[src/hdl/tcsc_pkg.sv]
// ----------------------------------------------------------------------------
// tcsc_pkg: shared types and constants for the timed capture split control
// Field widths, stream packing positions, mode and action codes, the
// sequencer state type and the command/status bundles.
// ----------------------------------------------------------------------------
package tcsc_pkg;

   // fixed field widths
   localparam int ACT_W   = 2;
   localparam int TS_W    = 32;
   localparam int DUR_W   = 20;
   localparam int BYTES_W = 16;
   localparam int FB_W    = 5;
   localparam int NUM_W   = 32;
   localparam int MODE_W  = 2;

   // parameter defaults
   localparam int DEF_TIME_BITS      = 32;
   localparam int DEF_BLOCK_LEN_BITS = 16;

   // request tdata packing, lowest bit first
   localparam int REQ_TS_LSB    = 0;
   localparam int REQ_DUR_LSB   = REQ_TS_LSB + TS_W;
   localparam int REQ_BYTES_LSB = REQ_DUR_LSB + DUR_W;
   localparam int REQ_FB_LSB    = REQ_BYTES_LSB + BYTES_W;
   localparam int REQ_IDX_LSB   = REQ_FB_LSB + FB_W;
   localparam int REQ_USED_W    = REQ_IDX_LSB + NUM_W;
   localparam int REQ_DATA_W    = ((REQ_USED_W + 7) / 8) * 8;

   // response tdata packing, lowest bit first
   localparam int RSP_OLD_LSB    = 0;
   localparam int RSP_CLOSE_POS  = RSP_OLD_LSB + BYTES_W;
   localparam int RSP_OPEN_POS   = RSP_CLOSE_POS + 1;
   localparam int RSP_NUM_LSB    = RSP_OPEN_POS + 1;
   localparam int RSP_NEW_LSB    = RSP_NUM_LSB + NUM_W;
   localparam int RSP_MISSED_POS = RSP_NEW_LSB + BYTES_W;
   localparam int RSP_MODE_LSB   = RSP_MISSED_POS + 1;
   localparam int RSP_USED_W     = RSP_MODE_LSB + MODE_W;
   localparam int RSP_DATA_W     = ((RSP_USED_W + 7) / 8) * 8;

   typedef enum logic [MODE_W-1:0] {
      MODE_STOPPED    = 2'd0,
      MODE_WAIT_START = 2'd1,
      MODE_WAIT_FILE  = 2'd2,
      MODE_RUNNING    = 2'd3
   } mode_type;

   typedef enum logic [ACT_W-1:0] {
      ACT_START     = 2'd0,
      ACT_BLOCK     = 2'd1,
      ACT_STOP      = 2'd2,
      ACT_SET_INDEX = 2'd3
   } action_type;

   typedef enum logic [3:0] {
      ST_IDLE,
      ST_WAIT,
      ST_CHECK,
      ST_DIV_A,
      ST_MUL,
      ST_LOAD_B,
      ST_DIV_B,
      ST_SCALE,
      ST_FINISH
   } ctrl_state_type;

   typedef struct packed {
      logic load;        // capture request fields
      logic calc_wait;   // target minus block time
      logic div_load_a;  // divider: length / frame size
      logic div_load_b;  // divider: product / duration
      logic div_step;    // one quotient bit
      logic mul;         // wait * frames + duration / 2
      logic scale;       // split frame to bytes, clamp
      logic finish;      // update state, load response
   } cmd_type;

   typedef struct packed {
      logic split;       // block item in a waiting mode whose wait fits
      logic dur_zero;    // duration of zero
      logic div_last;    // final divider step this cycle
      logic out_free;    // response register can take a result
   } status_type;

endpackage

[src/hdl/tcsc_ctrl.sv]
// ----------------------------------------------------------------------------
// tcsc_ctrl: sequencer for the timed capture split control
// Steps each request through wait calculation, the two divisions (split blocks
// only) and the final update; drives the datapath through a command bundle.
// ----------------------------------------------------------------------------
module tcsc_ctrl
   import tcsc_pkg::*;
(
   input  logic       clock,
   input  logic       reset,
   input  logic       req_tvalid,
   output logic       req_tready,
   input  status_type status,
   output cmd_type    cmd
);

   ctrl_state_type state_ff, state_in;

   always_ff @(posedge clock) begin
      if (reset) begin
         state_ff <= ST_IDLE;
      end else begin
         state_ff <= state_in;
      end
   end

   // next state
   always_comb begin
      state_in = state_ff;
      unique case (state_ff)
         ST_IDLE: begin
            if (req_tvalid) state_in = ST_WAIT;
         end
         ST_WAIT:   state_in = ST_CHECK;
         ST_CHECK: begin
            state_in = status.split ? ST_DIV_A : ST_FINISH;
         end
         ST_DIV_A: begin
            if (status.div_last) state_in = ST_MUL;
         end
         ST_MUL: begin
            state_in = status.dur_zero ? ST_SCALE : ST_LOAD_B;
         end
         ST_LOAD_B: state_in = ST_DIV_B;
         ST_DIV_B: begin
            if (status.div_last) state_in = ST_SCALE;
         end
         ST_SCALE:  state_in = ST_FINISH;
         ST_FINISH: begin
            if (status.out_free) state_in = ST_IDLE;
         end
         default:   state_in = ST_IDLE;
      endcase
   end

   // outputs
   always_comb begin
      cmd        = '0;
      req_tready = 1'b0;
      unique case (state_ff)
         ST_IDLE: begin
            req_tready = 1'b1;
            cmd.load   = req_tvalid;
         end
         ST_WAIT:   cmd.calc_wait  = 1'b1;
         ST_CHECK:  cmd.div_load_a = status.split;
         ST_DIV_A:  cmd.div_step   = 1'b1;
         ST_MUL:    cmd.mul        = 1'b1;
         ST_LOAD_B: cmd.div_load_b = 1'b1;
         ST_DIV_B:  cmd.div_step   = 1'b1;
         ST_SCALE:  cmd.scale      = 1'b1;
         ST_FINISH: cmd.finish     = status.out_free;
         default:   cmd            = '0;
      endcase
   end

endmodule

[src/hdl/tcsc_datapath.sv]
// ----------------------------------------------------------------------------
// tcsc_datapath: registers and arithmetic for the timed capture split control
// Holds mode, target time and file counter, a shared restoring divider,
// the split multiplier and the response register.
// ----------------------------------------------------------------------------
module tcsc_datapath
   import tcsc_pkg::*;
#(
   parameter int TIME_BITS      = DEF_TIME_BITS,
   parameter int BLOCK_LEN_BITS = DEF_BLOCK_LEN_BITS
)
(
   input  logic                  clock,
   input  logic                  reset,
   input  cmd_type               cmd,
   output status_type            status,
   input  logic [ACT_W-1:0]      req_action,
   input  logic [TS_W-1:0]       req_time_stamp,
   input  logic [DUR_W-1:0]      req_block_duration,
   input  logic [BYTES_W-1:0]    req_block_bytes,
   input  logic [FB_W-1:0]       req_frame_bytes,
   input  logic [NUM_W-1:0]      req_index_value,
   output logic                  rsp_valid,
   input  logic                  rsp_ready,
   output logic [BYTES_W-1:0]    rsp_old_file_bytes,
   output logic                  rsp_close_old,
   output logic                  rsp_open_new,
   output logic [NUM_W-1:0]      rsp_new_file_number,
   output logic [BYTES_W-1:0]    rsp_new_file_bytes,
   output logic                  rsp_missed_start,
   output logic [MODE_W-1:0]     rsp_mode_after
);

   // usable block length, time word and compare widths
   localparam int LW    = (BLOCK_LEN_BITS < BYTES_W) ? BLOCK_LEN_BITS : BYTES_W;
   localparam int TW    = (TIME_BITS > TS_W) ? TIME_BITS : TS_W;
   localparam int CW    = (TIME_BITS > DUR_W) ? TIME_BITS : DUR_W;
   localparam int PW    = DUR_W + LW + 1;
   localparam int RW    = DUR_W;
   localparam int CNT_W = $clog2(LW + 1);

   // captured request
   action_type             action_ff;
   logic [TIME_BITS-1:0]   ts_ff;
   logic [DUR_W-1:0]       dur_ff;
   logic [LW-1:0]          len_ff;
   logic [FB_W-1:0]        fb_ff;
   logic [NUM_W-1:0]       index_ff;

   // architectural state
   mode_type               mode_ff;
   logic [TIME_BITS-1:0]   target_ff;
   logic [NUM_W-1:0]       count_ff;

   // working registers
   logic [TIME_BITS-1:0]   diff_ff;
   logic                   missed_ff;
   logic [RW-1:0]          rem_ff;
   logic [LW-1:0]          quo_ff;
   logic [RW-1:0]          divisor_ff;
   logic [CNT_W-1:0]       cnt_ff;
   logic [PW-1:0]          prod_ff;
   logic [LW-1:0]          split_ff;

   // response register
   logic                   rsp_valid_ff;
   logic [BYTES_W-1:0]     old_ff;
   logic                   close_ff;
   logic                   open_ff;
   logic [NUM_W-1:0]       num_ff;
   logic [BYTES_W-1:0]     new_ff;
   logic                   miss_out_ff;
   logic [MODE_W-1:0]      mode_out_ff;

   logic [TW-1:0]          ts_ext;
   logic [TIME_BITS-1:0]   diff_in;
   logic [CW-1:0]          wait_ext;
   logic [DUR_W-1:0]       wait_val;
   logic                   fits;
   logic                   waiting;
   logic [RW:0]            rem_sh;
   logic                   ge;
   logic [RW:0]            trial;
   logic [LW-1:0]          qv;
   logic [LW+FB_W-1:0]     scaled;

   // finish results
   mode_type               mode_in;
   logic [NUM_W-1:0]       count_in;
   logic [BYTES_W-1:0]     old_in;
   logic                   close_in;
   logic                   open_in;
   logic [NUM_W-1:0]       num_in;
   logic [BYTES_W-1:0]     new_in;
   logic                   miss_in;

   assign ts_ext   = TW'(req_time_stamp);
   assign diff_in  = target_ff - ts_ff;
   assign wait_ext = missed_ff ? '0 : CW'(diff_ff);
   assign wait_val = wait_ext[DUR_W-1:0];
   assign fits     = (wait_ext <= CW'(dur_ff));
   assign waiting  = (mode_ff == MODE_WAIT_START) || (mode_ff == MODE_WAIT_FILE);

   // restoring divider step
   assign rem_sh = {rem_ff, quo_ff[LW-1]};
   assign trial  = rem_sh - {1'b0, divisor_ff};
   assign ge     = (rem_sh >= {1'b0, divisor_ff});

   assign qv     = (dur_ff == '0) ? '0 : quo_ff;
   assign scaled = (LW+FB_W)'(qv) * (LW+FB_W)'(fb_ff);

   assign status.split    = (action_ff == ACT_BLOCK) && waiting && fits;
   assign status.dur_zero = (dur_ff == '0);
   assign status.div_last = (cnt_ff == CNT_W'(1));
   assign status.out_free = !rsp_valid_ff || rsp_ready;

   always_ff @(posedge clock) begin
      if (cmd.load) begin
         action_ff <= action_type'(req_action);
         ts_ff     <= ts_ext[TIME_BITS-1:0];
         dur_ff    <= req_block_duration;
         len_ff    <= req_block_bytes[LW-1:0];
         fb_ff     <= (req_frame_bytes == '0) ? FB_W'(1) : req_frame_bytes;
         index_ff  <= req_index_value;
      end
      if (cmd.calc_wait) begin
         diff_ff   <= diff_in;
         missed_ff <= diff_in[TIME_BITS-1];
      end
      if (cmd.div_load_a) begin
         rem_ff     <= '0;
         quo_ff     <= len_ff;
         divisor_ff <= RW'(fb_ff);
         cnt_ff     <= CNT_W'(LW);
      end else if (cmd.div_load_b) begin
         // quotient fits LW bits, so the upper part is already below dur
         rem_ff     <= prod_ff[LW+RW-1:LW];
         quo_ff     <= prod_ff[LW-1:0];
         divisor_ff <= dur_ff;
         cnt_ff     <= CNT_W'(LW);
      end else if (cmd.div_step) begin
         rem_ff <= ge ? trial[RW-1:0] : rem_sh[RW-1:0];
         quo_ff <= {quo_ff[LW-2:0], ge};
         cnt_ff <= cnt_ff - CNT_W'(1);
      end
      if (cmd.mul) begin
         prod_ff <= PW'(wait_val * quo_ff) + PW'(dur_ff >> 1);
      end
      if (cmd.scale) begin
         split_ff <= (scaled > (LW+FB_W)'(len_ff)) ? len_ff : scaled[LW-1:0];
      end
   end

   // final update of mode, counter and response
   always_comb begin
      mode_in  = mode_ff;
      count_in = count_ff;
      old_in   = '0;
      close_in = 1'b0;
      open_in  = 1'b0;
      num_in   = '0;
      new_in   = '0;
      miss_in  = 1'b0;
      unique case (action_ff)
         ACT_START: begin
            mode_in = (mode_ff == MODE_WAIT_FILE || mode_ff == MODE_RUNNING) ?
                      MODE_WAIT_FILE : MODE_WAIT_START;
         end
         ACT_BLOCK: begin
            if (mode_ff == MODE_RUNNING) begin
               old_in = BYTES_W'(len_ff);
            end else if (waiting) begin
               miss_in = missed_ff;
               if (fits) begin
                  old_in   = (mode_ff == MODE_WAIT_FILE) ? BYTES_W'(split_ff) : '0;
                  close_in = (mode_ff == MODE_WAIT_FILE);
                  open_in  = 1'b1;
                  num_in   = count_ff;
                  count_in = count_ff + NUM_W'(1);
                  new_in   = BYTES_W'(len_ff - split_ff);
                  mode_in  = MODE_RUNNING;
               end else begin
                  old_in = (mode_ff == MODE_WAIT_FILE) ? BYTES_W'(len_ff) : '0;
               end
            end
         end
         ACT_STOP: begin
            close_in = (mode_ff == MODE_WAIT_FILE || mode_ff == MODE_RUNNING);
            mode_in  = MODE_STOPPED;
         end
         ACT_SET_INDEX: begin
            count_in = index_ff;
         end
         default: mode_in = mode_ff;
      endcase
   end

   always_ff @(posedge clock) begin
      if (reset) begin
         mode_ff      <= MODE_STOPPED;
         target_ff    <= '0;
         count_ff     <= '0;
         rsp_valid_ff <= 1'b0;
      end else begin
         if (cmd.finish) begin
            mode_ff  <= mode_in;
            count_ff <= count_in;
            if (action_ff == ACT_START) target_ff <= ts_ff;
         end
         if (cmd.finish) begin
            rsp_valid_ff <= 1'b1;
         end else if (rsp_ready) begin
            rsp_valid_ff <= 1'b0;
         end
      end
   end

   always_ff @(posedge clock) begin
      if (cmd.finish) begin
         old_ff      <= old_in;
         close_ff    <= close_in;
         open_ff     <= open_in;
         num_ff      <= num_in;
         new_ff      <= new_in;
         miss_out_ff <= miss_in;
         mode_out_ff <= mode_in;
      end
   end

   assign rsp_valid           = rsp_valid_ff;
   assign rsp_old_file_bytes  = old_ff;
   assign rsp_close_old       = close_ff;
   assign rsp_open_new        = open_ff;
   assign rsp_new_file_number = num_ff;
   assign rsp_new_file_bytes  = new_ff;
   assign rsp_missed_start    = miss_out_ff;
   assign rsp_mode_after      = mode_out_ff;

endmodule

[src/hdl/timed_capture_split_control.sv]
// ----------------------------------------------------------------------------
// timed_capture_split_control: recording controller with timed file split
// Tracks stopped / waiting start / waiting new file / running, and for each
// audio block works out where a new file starts and the byte split.
// ----------------------------------------------------------------------------
//
//  channel | direction | tdata (lowest bit up)                        | tuser
//  --------+-----------+----------------------------------------------+--------
//  req_    | in        | time_stamp, block_duration, block_bytes,     | action
//          |           | frame_bytes, index_value (pad to 112)        |
//  rsp_    | out       | old_file_bytes, close_old, open_new,         | -
//          |           | new_file_number, new_file_bytes,             |
//          |           | missed_start, mode_after (pad to 72)         |
//
//  One request in flight. A block that starts a file makes two passes of the
//  shared restoring divider, each of L = min(BLOCK_LEN_BITS, 16) quotient
//  bits; a zero duration skips the second pass. Every other request skips
//  the divider.
//  Reset: synchronous, clears mode, target time, file counter and rsp valid.
//  Stalls: a held rsp_tready only delays the final update; the next request
//  is still taken while a result sits in the response register.
//
module timed_capture_split_control
   import tcsc_pkg::*;
#(
   parameter int TIME_BITS      = DEF_TIME_BITS,
   parameter int BLOCK_LEN_BITS = DEF_BLOCK_LEN_BITS
)
(
   input  logic                  clock,
   input  logic                  reset,
   input  logic                  req_tvalid,
   output logic                  req_tready,
   // [31:0] time_stamp, [51:32] block_duration, [67:52] block_bytes,
   // [72:68] frame_bytes, [104:73] index_value, [111:105] zero
   input  logic [REQ_DATA_W-1:0] req_tdata,
   // [1:0] action
   input  logic [ACT_W-1:0]      req_tuser,
   output logic                  rsp_tvalid,
   input  logic                  rsp_tready,
   // [15:0] old_file_bytes, [16] close_old, [17] open_new,
   // [49:18] new_file_number, [65:50] new_file_bytes, [66] missed_start,
   // [68:67] mode_after, [71:69] zero
   output logic [RSP_DATA_W-1:0] rsp_tdata
);

   cmd_type    cmd;
   status_type status;

   logic [BYTES_W-1:0] old_file_bytes;
   logic               close_old;
   logic               open_new;
   logic [NUM_W-1:0]   new_file_number;
   logic [BYTES_W-1:0] new_file_bytes;
   logic               missed_start;
   logic [MODE_W-1:0]  mode_after;

   tcsc_ctrl u_ctrl (
      .clock      (clock),
      .reset      (reset),
      .req_tvalid (req_tvalid),
      .req_tready (req_tready),
      .status     (status),
      .cmd        (cmd)
   );

   tcsc_datapath #(
      .TIME_BITS      (TIME_BITS),
      .BLOCK_LEN_BITS (BLOCK_LEN_BITS)
   ) u_datapath (
      .clock               (clock),
      .reset               (reset),
      .cmd                 (cmd),
      .status              (status),
      .req_action          (req_tuser),
      .req_time_stamp      (req_tdata[REQ_TS_LSB +: TS_W]),
      .req_block_duration  (req_tdata[REQ_DUR_LSB +: DUR_W]),
      .req_block_bytes     (req_tdata[REQ_BYTES_LSB +: BYTES_W]),
      .req_frame_bytes     (req_tdata[REQ_FB_LSB +: FB_W]),
      .req_index_value     (req_tdata[REQ_IDX_LSB +: NUM_W]),
      .rsp_valid           (rsp_tvalid),
      .rsp_ready           (rsp_tready),
      .rsp_old_file_bytes  (old_file_bytes),
      .rsp_close_old       (close_old),
      .rsp_open_new        (open_new),
      .rsp_new_file_number (new_file_number),
      .rsp_new_file_bytes  (new_file_bytes),
      .rsp_missed_start    (missed_start),
      .rsp_mode_after      (mode_after)
   );

   // pack response, pad to whole bytes
   assign rsp_tdata = RSP_DATA_W'({mode_after, missed_start, new_file_bytes,
                                   new_file_number, open_new, close_old,
                                   old_file_bytes});

   // one request at a time: busy straight after an accept
   a_busy_after_accept: assert property (@(posedge clock) disable iff (reset)
      (req_tvalid && req_tready) |=> !req_tready)
      else $error("request accepted while previous one still in work");

   // a missed start clamps the wait to zero, so a file always opens
   a_missed_opens: assert property (@(posedge clock) disable iff (reset)
      (rsp_tvalid && missed_start) |-> open_new)
      else $error("missed start without a new file");

   // opening a file always leaves the controller running
   a_open_running: assert property (@(posedge clock) disable iff (reset)
      (rsp_tvalid && open_new) |-> (mode_after == MODE_RUNNING))
      else $error("new file opened but mode is not running");

   // new-file fields are zero unless a file opens
   a_new_fields_zero: assert property (@(posedge clock) disable iff (reset)
      (rsp_tvalid && !open_new) |-> (new_file_bytes == '0 && new_file_number == '0))
      else $error("new file fields set without a new file");

endmodule
[config.mk]
export PLATFORM = sky130hd
export DESIGN_NAME = timed_capture_split_control
export DESIGN_NICKNAME = d
export VERILOG_FILES = /design/src/hdl/tcsc_pkg.sv /design/src/hdl/tcsc_ctrl.sv /design/src/hdl/tcsc_datapath.sv /design/src/hdl/timed_capture_split_control.sv
export SDC_FILE = /design/constraint.sdc
export NUM_CORES = 2
export LEC_CHECK = 0
export BUFFER_PORTS_ARGS = -buffer_cell sky130_fd_sc_hd__buf_2
export CORE_MARGIN = 2
export CORE_UTILIZATION = 31
export CTS_CLUSTER_SIZE = 8
export DETAILED_ROUTE_END_ITERATION = 10
export PLACE_DENSITY = 0.48
export SKIP_LAST_GASP = 1
export SLEW_MARGIN = 30
export SYNTH_ARGS = -nofsm -noshare
export SYNTH_HDL_FRONTEND = slang
export SYNTH_HIERARCHICAL = 1
export SYNTH_SLANG_ARGS = --single-unit
[constraint.sdc]
create_clock -name clock -period 11.8 [get_ports clock]
set_input_delay 0.59 -clock clock [delete_from_list [all_inputs] [get_ports clock]]
set_output_delay 0.59 -clock clock [all_outputs]
set_load 0.1 [all_outputs]
Word-level counts from Yosys, hierarchy flattened
Cells that the tools add are included.
{"block": "word_totals", "reg_bits": 393, "input_bits": 118}
{"block": "op_classes", "n_reduce_logical": 22, "n_mux": 48, "magnitude_cmp": 3, "n_addsub": 6, "mul": 2, "eq_ne": 22, "bitwise": 3}
{"op": "2-to-1 mux 16 bit", "count": 10}
{"op": "2-to-1 mux 32 bit", "count": 4}
{"op": "one-hot mux 32 bit (2 select lines)", "count": 1}
{"op": "2-to-1 mux 20 bit", "count": 3}
{"op": "adder 36 x 19 -> 36 bit", "count": 1}
{"op": "multiplier 20 x 16 -> 36 bit", "count": 1}
{"op": "one-hot mux 4 bit (9 select lines)", "count": 1}
{"op": "adder 32 x 1 -> 32 bit, second input constant", "count": 1}
{"op": "<= comparator 32 x 20 -> 1 bit", "count": 1}
{"op": "subtractor 32 bit", "count": 1}
{"op": "greater-or-equal comparator 21 x 20 -> 1 bit", "count": 1}
{"op": "> comparator 21 x 16 -> 1 bit", "count": 1}
{"op": "multiplier 16 x 5 -> 21 bit", "count": 1}
{"op": "logical NOT 20 bit", "count": 1}
{"op": "2-to-1 mux 4 bit", "count": 5}
{"op": "subtractor 20 bit", "count": 1}
{"op": "equality test 4 x 3 -> 1 bit, second input constant", "count": 4}
{"op": "subtractor 16 bit", "count": 1}
{"op": "2-to-1 mux 1 bit", "count": 15}
{"op": "2-to-1 mux 2 bit", "count": 5}
{"op": "2-to-1 mux 5 bit", "count": 2}
{"op": "equality test 2 bit, second input constant", "count": 4}
{"op": "equality test 4 x 2 -> 1 bit, second input constant", "count": 2}
{"op": "inequality test 2 bit, second input constant", "count": 4}
{"op": "23 further kinds", "count": 35}

Logic depth before layout (Yosys ltp)
{"block": "depth", "word_depth": 6, "ltp_mapped": 31, "ltp_nobuf": 29}

Cells and area by module
The synthesis kept the hierarchy.
{"mod": "tcsc_datapath", "seq_area_each_um2": 10580.1, "area_per_inst_um2": 32082.0, "instances": 1, "cells_each": 3289}
{"mod": "tcsc_ctrl", "seq_area_each_um2": 80.1, "area_per_inst_um2": 350.3, "instances": 1, "cells_each": 45}
{"mod": "timed_capture_split_control", "seq_area_each_um2": 0.0, "area_per_inst_um2": 48.8, "instances": 1, "cells_each": 7}

Worst setup path after synthesis
OpenSTA, ideal clock, no wires.
{"block": "synth_path", "kind": "reg2reg", "start": "register u_datapath/diff_ff[31] (netlist name)", "end": "register u_datapath.prod_ff[35] (data pin)", "period_less_slack_ns": 6.965, "setup_time_ns": 0.260, "t_arrival_ns": 6.705, "required_ns": 11.540, "stages_incl_launch_ff": 26, "setup_slack_ns": 4.835, "path_cell_list": "edfxtp_1 > clkbuf_1 > clkbuf_1 > nor2b_1 > clkbuf_1 > nand2_1 > fa_1 > inv_1 > fa_1 > inv_1 > fa_1 > fa_1 > inv_1 > fa_1 > fa_1 > ha_1 > a21o_1 > a21o_1 > a31oi_1 > o21ai_0 > a211o_1 > a211o_1 > a41oi_1 > o21ai_0 > a21oi_1 > xnor2_1"}
{"item": "end signal, assigned", "line_no": "tcsc_datapath.sv:147", "rtl": "prod_ff <= PW'(wait_val * quo_ff) + PW'(dur_ff >> 1);"}
{"item": "end, declared", "line_no": "tcsc_datapath.sv:62", "rtl": "logic [PW-1:0] prod_ff;"}

==> metrics.md <==
| Metric | Value |
|---|---|
| Crit start category | `flip-flop` |
| Initial antenna violation count | `12` |
| Worst slew pin tran | `930 ps` |
| Num rows | `118` |
| Latest clock arrival within the worst-skew pair | `670 ps` |
| CTS Buf Count | `56` |
| Hold/Removal Path Class | `input pin to flip-flop` |
| Vias in the first global route | `24072` |
| CP top delay family | `simple AND/OR/NAND/NOR gates` |
| Die Area | `107000 µm²` |
| Overflow after GRT | `0` |
| CTS tree | `done` |
| CTS Hold Bufs | `0` |
| Critical path peak fanout | `16` |
| Fin. Hold Viols | `0` |
| Slowest library cell on the worst path | `nor4_1` |
| Final #Nets | `4168` |
| Setup_tns | `0 ps` |
| First-pass GRT wire length | `140000 µm` |
| CP Capture Type | `flip-flop` |
| Number of synthesized register bits | `392` |
| Yosys cell types | `78` |
| Tot GR Track Use | `0.167` |
| Clock-pin slew on the worst setup and hold paths | `60 ps` |
| Kind of critical path | `flip-flop to flip-flop` |
| Synthesized instance count | `3341` |
| DRT antenna net count | `0` |
| Register area share after synthesis | `0.328` |
| DR vias/cell | `4.80` |
| Post-Route WL | `88600 µm` |
| Die width | `328 µm` |
| Die height | `328 µm` |
| DRT Pass-1 Iters | `5` |
| Top FF cell, synth | `edfxtp_1` |
| Drt initial violations | `1354` |
| Rel. slew slack | `0.377` |
| Final setup viols | `0` |
| Final Max Slew Viols | `0` |
| Unrepaired setup endpoints after global routing | `no` |
| Clk sinks | `392` |
| Max_cap viols | `0` |
| Synth Area per Inst | `9.72 µm²` |
| Post-synthesis cell area | `32500 µm²` |
| Final min period | `8550 ps` |
| WP data arrival | `8950 ps` |
| # H-tree levels | `2` |
| Worst Path Required | `12200 ps` |
| Number of port buffers | `181` |
| Post-synth EDFFs | `281` |
| Layout Area Growth over Synthesis | `13.0%` |
| Async SR Flop Fraction | `0` |
| Root Driver | `clkbuf_16` |
| Vias | `23578` |
| Largest net degree at the start of global routing | `74` |
| Setup bufs post-CTS | `0` |
| DPL Wire Length | `67200 µm` |
| WP buf/inv | `2` |
| CORE AREA | `104000 µm²` |
| Initial Util | `0.313` |
| Setup Skew | `57.2 ps` |
| Drt wl/cell | `18.0 µm` |
| I/O pin cnt | `192` |
| DRC violations left | `0` |
| Slowest stage delay, CP | `780 ps` |
| Buffer depth of the longest clock path | `3` |
| Final GP Congestion | `0.843` |
| Status | `complete, no violations` |
| Share of layout cells above drive strength 1 | `0.100` |
| Post-cts resize count | `0` |
| Max Fclk | `0.117 GHz` |
| Final worst-path cycle share | `0.725` |
| Warnings from Yosys | `6` |
-- synthesized netlist by cell type, types with 18 or more instances --
cell type  instances  area share
a211oi_1          19      0.0044
a21o_1            48       0.011
a21oi_1          157       0.024
a22o_1            20      0.0054
and2_1           203       0.039
and3_1            23      0.0044
clkbuf_1         132       0.015
dfxtp_1          111       0.068
edfxtp_1         281        0.26
fa_1             314        0.19
ha_1             251       0.097
inv_1            483       0.056
mux2i_1           51       0.016
nand2_1          449       0.052
nand2b_1          28      0.0054
nand3_1           35      0.0054
nor2_1           140       0.016
nor2b_1           49      0.0094
nor3_1            41      0.0063
o21a_1            21      0.0049
o21ai_0          129       0.020
o21ai_1           23      0.0035
o31ai_1           18      0.0042
xnor2_1           60       0.016
xor2_1            37       0.010
-- final cells by class --
type | instances | area (µm²)
clock buffers | 97 | 1600
flip-flops and latches | 392 | 10700
diodes | 8 | 20.0
fillers | 10653 | 67100
multi-input cells | 2315 | 19500
well taps | 1380 | 1730
clock inverters | 4 | 96.3
inverters | 483 | 1810
repair buffers | 237 | 1350
-- state kept, by name (all words and copies together) (netlist names), 32 cells and up --
register / flops
u_datapath/rsp_new_file_number: 32
u_datapath/target_ff: 32
u_datapath/index_ff: 32
u_datapath/ts_ff: 32
u_datapath/count_ff: 32
u_datapath/prod_ff: 36
u_datapath/diff_ff: 32
-- per-stage QoR --
stage               utilization  area [µm²]  std cells  setup WS (ps)  hold WS [ps]
floorplan                     -       32500       3343           4830           419
global placement          0.337       34900       4806           3190           432
detailed placement        0.337       35000       4807           3150           447
CTS                       0.353       36700       4908           3150          42.4
global route              0.354       36700       4910           2570          53.9
finish                    0.354       36700       4916           3250          89.1
-- path summary, 6_finish.rpt --
path / from / slack [ps] / cells after the start / endpoint
min reg2reg: u_datapath/target_ff[0]$_SDFFE_PP0P_ / 450 / 2 / u_datapath/target_ff[0]$_SDFFE_PP0P_
max reg2reg: u_datapath/dur_ff[15]$_DFFE_PP_ / 3250 / 27 / u_datapath/split_ff[13]$_DFFE_PP_
max: u_datapath/dur_ff[15]$_DFFE_PP_ / 3250 / 27 / u_datapath/split_ff[13]$_DFFE_PP_
min: req_tdata[77] / 90 / 1 / u_datapath/index_ff[4]$_DFFE_PP_
-- layout by cell type, fill, tap and decap left out, types with 21 or more instances in the layout --
cell type / n
mux2i_1: 51
a21oi_1: 156
clkbuf_16: 56
dfxtp_1: 111
nor2_1: 138
nand3_1: 35
xnor2_1: 60
buf_4: 55
xor2_1: 37
fa_1: 314
nor2b_1: 40
ha_1: 250
o21a_1: 21
and3_1: 22
nand2_1: 448
o21ai_1: 23
buf_2: 181
and2_1: 202
nor3_1: 38
nand2b_1: 28
clkbuf_1: 37
o21ai_0: 129
inv_1: 483
edfxtp_1: 281
a21o_1: 48
-- routing by layer --
metal	global-route usage	share of wire	wire, µm
met2	0.273	0.47	41600
met5	0	0.00012	11
met4	0.0475	0.026	2350
met1	0.229	0.47	41500
met3	0.0233	0.036	3220
-- logic make-up (layout without fill, tap and decap cells) --
| family | Yosys count | in the layout | share of synthesized area |
|---|---|---|---|
| adder cells (fa/ha/maj) | 565 | 565 | 0.290 |
| flip-flops | 392 | 392 | 0.328 |
| AO/OA/AOI/OAI | 552 | 552 | 0.107 |
| multiplexers | 67 | 67 | 0.0213 |
| AND/OR/NAND/NOR | 1031 | 1031 | 0.152 |
| XOR/XNOR | 97 | 97 | 0.0262 |
| buffers and inverters | 636 | 821 | 0.0755 |
| other | 1 | 11 | 0.000115 |
Power is not shown: default switching activity piles up to over one toggle a cycle in this logic, so the estimate is an artifact.
